==> src/design/olw_pkg.sv <==
// Shared types and defaults for the octree leaf insert walker.
// Used by olw_ctrl, olw_datapath and the top level; no dependencies.
package olw_pkg;

  localparam int unsigned DefMaxDepth  = 10;
  localparam int unsigned DefNodeCount = 4096;

  localparam int unsigned CoordW = 10;
  localparam int unsigned DepthW = 4;
  localparam int unsigned LeafW  = 12;

  localparam logic [DepthW-1:0] DepthReset = 4'd10;

  // Status codes returned with each leaf
  localparam logic STAT_OK   = 1'b0;
  localparam logic STAT_FULL = 1'b1;

  // Controller to datapath commands
  typedef struct packed {
    logic load;     // capture coordinate, restart at root
    logic read;     // issue memory reads for current node and slot
    logic advance;  // existing child: step down
    logic alloc;    // missing child: link a fresh node and step down
    logic clear;    // zero occupancy of the fresh node
    logic emit;     // load the result register
    logic fail;     // result is pool full
  } olw_cmd_t;

  // Datapath to controller status
  typedef struct packed {
    logic depth_zero;  // configured depth descends no levels
    logic hit;         // child slot occupied
    logic full;        // node pool exhausted
    logic lvl_last;    // current level is the leaf level
    logic lvl_done;    // no levels left
  } olw_stat_t;

endpackage

==> src/design/olw_ctrl.sv <==
// Walk sequencer: per-level lookup / check / allocate / clear steps and handshakes.
// Depends on olw_pkg.
module olw_ctrl
  import olw_pkg::*;
(
  input  logic      clk_i,
  input  logic      rst_ni,
  input  logic      in_valid_i,
  output logic      in_ready_o,
  output logic      out_valid_o,
  input  logic      out_ready_i,
  input  olw_stat_t stat_i,
  output olw_cmd_t  cmd_o
);

  localparam logic [2:0] ST_IDLE   = 3'd0;
  localparam logic [2:0] ST_LOOKUP = 3'd1;
  localparam logic [2:0] ST_CHECK  = 3'd2;
  localparam logic [2:0] ST_CLEAR  = 3'd3;
  localparam logic [2:0] ST_DONE   = 3'd4;
  localparam logic [2:0] ST_FULL   = 3'd5;

  logic [2:0] state_q, state_d;
  logic       out_valid_q, out_valid_d;
  logic       out_free;

  assign out_free    = !out_valid_q || out_ready_i;
  assign in_ready_o  = (state_q == ST_IDLE);
  assign out_valid_o = out_valid_q;

  always_comb begin
    state_d     = state_q;
    cmd_o       = '0;
    out_valid_d = out_valid_q && !out_ready_i;
    unique case (state_q)
      ST_IDLE: begin
        if (in_valid_i) begin
          cmd_o.load = 1'b1;
          state_d    = stat_i.depth_zero ? ST_DONE : ST_LOOKUP;
        end
      end
      ST_LOOKUP: begin
        cmd_o.read = 1'b1;
        state_d    = ST_CHECK;
      end
      ST_CHECK: begin
        if (stat_i.hit) begin
          cmd_o.advance = 1'b1;
          state_d       = stat_i.lvl_last ? ST_DONE : ST_LOOKUP;
        end else if (stat_i.full) begin
          state_d = ST_FULL;
        end else begin
          cmd_o.alloc = 1'b1;
          state_d     = ST_CLEAR;
        end
      end
      ST_CLEAR: begin
        cmd_o.clear = 1'b1;
        state_d     = stat_i.lvl_done ? ST_DONE : ST_LOOKUP;
      end
      ST_DONE, ST_FULL: begin
        if (out_free) begin
          cmd_o.emit  = 1'b1;
          cmd_o.fail  = (state_q == ST_FULL);
          out_valid_d = 1'b1;
          state_d     = ST_IDLE;
        end
      end
      default: begin
        state_d = ST_IDLE;
      end
    endcase
  end

  always_ff @(posedge clk_i or negedge rst_ni) begin
    if (!rst_ni) begin
      state_q     <= ST_IDLE;
      out_valid_q <= 1'b0;
    end else begin
      state_q     <= state_d;
      out_valid_q <= out_valid_d;
    end
  end

endmodule

==> config.mk <==
export PLATFORM = sky130hd
export DESIGN_NAME = olw_ctrl
export DESIGN_NICKNAME = d
export VERILOG_FILES = /design/src/design/olw_pkg.sv /design/src/design/olw_ctrl.sv
export SDC_FILE = /design/constraint.sdc
export NUM_CORES = 1
export LEC_CHECK = 0
export BUFFER_PORTS_ARGS = -buffer_cell sky130_fd_sc_hd__buf_2
export CAP_MARGIN = 30
export CORE_AREA = 2 2 39 41
export CTS_BUF_LIST = sky130_fd_sc_hd__clkbuf_8
export CTS_CLUSTER_SIZE = 8
export DETAILED_ROUTE_END_ITERATION = 7
export DIE_AREA = 0 0 41 43
export GPL_TIMING_DRIVEN = 0
export PLACE_DENSITY = 0.45
export SLEW_MARGIN = 40
export SYNTH_ARGS = -nofsm -noshare
export SYNTH_HDL_FRONTEND = slang
export SYNTH_SLANG_ARGS = --single-unit
==> constraint.sdc <==
create_clock -name clk_i -period 3.6 [get_ports clk_i]
set_clock_uncertainty 0.15 [all_clocks]
set_input_delay 0.18 -clock clk_i [delete_from_list [all_inputs] [get_ports clk_i]]
set_output_delay 0.18 -clock clk_i [all_outputs]
set_load 0.1 [all_outputs]
==> flow_summary.toml <==
[synthesis]
yosysSeqAreaShare = 0.325
yosysTopAreaCellShare = 0.325
synthDistinctLibCells = 25
post-synth-top-count-cell = "dfrtp_1"
syn_area_per_cell_um2 = 9.05
synth_edf_count = 0
synth_commonest_cells = "dfrtp_1, nor2_1, nor3_1"
syn_inst = 34
netlist_top_cells_area = "dfrtp_1, o32ai_2, nor3_1"
yosysTopAreaCell = "dfrtp_1"
syn_area_um2 = 308
ys.flop_type = "dfrtp_1"
syn-num-nets = 43
synth.ff_latch_count = 4
ys_warn_count = 0
async_reset_ff_frac = 1.00

[sta]
setup_viol = 0
fin_crit_ps = 2090
setup_tns_ps = 0
rsz0062_at_grt = "false"
slew_headroom = 0.676
drv_slew = 0
tightest_slew_ps = 489
fmax_ghz = 0.479
post-route-period-util = 0.580
finalHoldViolations = 0

[clocking]
cts_root_buf = "clkbuf_8"
clock_tree.buffer_depth = 2
cts_made_buffers = 3
cts_sinks = 4
clk_pin_slew_worst_paths_ps = 30
cts_tree = "done"
ctsHoldBuffers = 1
clock_latency_ps = 220
cts_resized = 0
htreeDepth = 1
postCtsSetupBuffers = 0

[global_routing]
track_usage = 0.0867
first_global_vias = 251
antenna_found_initial = 0
grt_max_degree = 11
overflow = 0
grt_pass1_wl_um = 972

[finish]
final_cell_area_um2 = 469
drive_gt1_frac = 0.527
fill_cells = 150
synthToLayoutAreaGrowth_pct = 52.4
fin_util = 0.339
diodes = 0
nNetsFinal = 66

[place]
port_buffers = 17
hpwl_um = 561
gp_congestion = 0.630
place_area_um2 = 418

[worst_setup_path]
cp.required_ps = 3270
worst_ep_arrival_time_ps = 1760
crit_type = "reg2out"
worst_setup_path_start_kind = "register"
critPathCaptureType = "output pin"
path_max_fanout = 9

[route]
wl_per_cell_um = 10.1
vias = 313
drcViolationCount = 0
firstDrtPassIters = 4
postRouteAntennaNets = 0
first_iter_violations = 10
wl_um = 715
via_per_inst = 4.41

[floorplan]
fp.dieH_um = 43
core_area_mm2 = 0.00138
start_util = 0.222
rows = 14
pin_count = 18
die_area_mm2 = 0.00176
die_w_um = 41

[min_path]
worstHoldPathType = "in2async"

[job]
drv_cap = 0

[outcome]
status = "completed"
-- cell type report --
class,count,area [um2],share of cell area
well taps,16,20.0,0.0427
clock buffers,3,41.3,0.0880
inverters,1,3.75,0.00800
repair buffers,18,95.1,0.203
multi-input cells,27,198,0.421
flip-flops and latches,4,100,0.213
plain buffers,2,11.3,0.0240
-- critical path, cell delays in order (launching register included) --
cell and delay, ps:
dfrtp_1 460, or3b_4 440, nor3_1 180, buf_2 460
-- path summary, 6_finish.rpt --
path | from | to | slack, ps | depth (start not counted)
worst max-delay path | state_q[2] | cmd_o[3] | 1510 | 3
worst min-delay path | rst_ni | state_q[0] | 140 | 2
worst max register to register | state_q[2] | state_q[2] | 1980 | 3
worst min register to register | out_valid_o | out_valid_o | 410 | 2
max in group asynchronous | rst_ni | out_valid_o | 3040 | 2
min in group clk_i | out_ready_i | out_valid_o | 150 | 3
-- layout by cell type, fill, tap and decap left out, drive strengths merged --
master and instances:
a22oi 1, a31oi 1, and2 1, and3 1, and3b 1, and4bb 1, buf 18, clkbuf 4
dfrtp 4, dlygate4sd3 1, inv 1, mux2i 1, nand2 2, nand2b 1, nand3 1, nor2 3
nor2b 2, nor3 3, nor3b 1, o211a 1, o31ai 1, o32ai 1, or2 1, or2b 1
or3b 2
-- state kept, by name, indices dropped and copies added, names as in the netlist --
name	count
out_valid_o	1
state_q	3
-- through the flow --
| step | instances | hold WS, ps | setup WS, ps |
|---|---|---|---|
| 3_3_place_gp | 67 | -161 | 1720 |
| 5_1_grt | 71 | 172 | 1410 |
| 6_report | 71 | 144 | 1510 |
| 3_5_place_dp | 67 | -159 | 1720 |
| 2_1_floorplan | 34 | -266 | 128 |
| 4_1_cts | 71 | 148 | 1490 |
-- cell families (layout without fill, tap and decap cells) --
group                  count (synthesis)  in the layout  share of synthesized area
AND/OR/NAND/NOR                       21             21                      0.439
AO/OA/AOI/OAI                          5              5                      0.155
flip-flops                             4              4                      0.325
buffers and inverters                  3             24                     0.0488
multiplexers                           1              1                     0.0325
-- routing by layer --
| layer | vias up | GRT usage | share of wire |
|---|---|---|---|
| met2 | 13 | 0.106 | 0.41 |
| met5 | - | 0 | 0 |
| met3 | 0 | 0.0471 | 0.10 |
| met4 | 0 | 0.0600 | 0 |
| li1 | 166 | - | - |
| met1 | 134 | 0.111 | 0.48 |
Power is left out: the tool's default activity adds up to more than one toggle a clock period on the data nets, which glitch-free logic cannot reach.
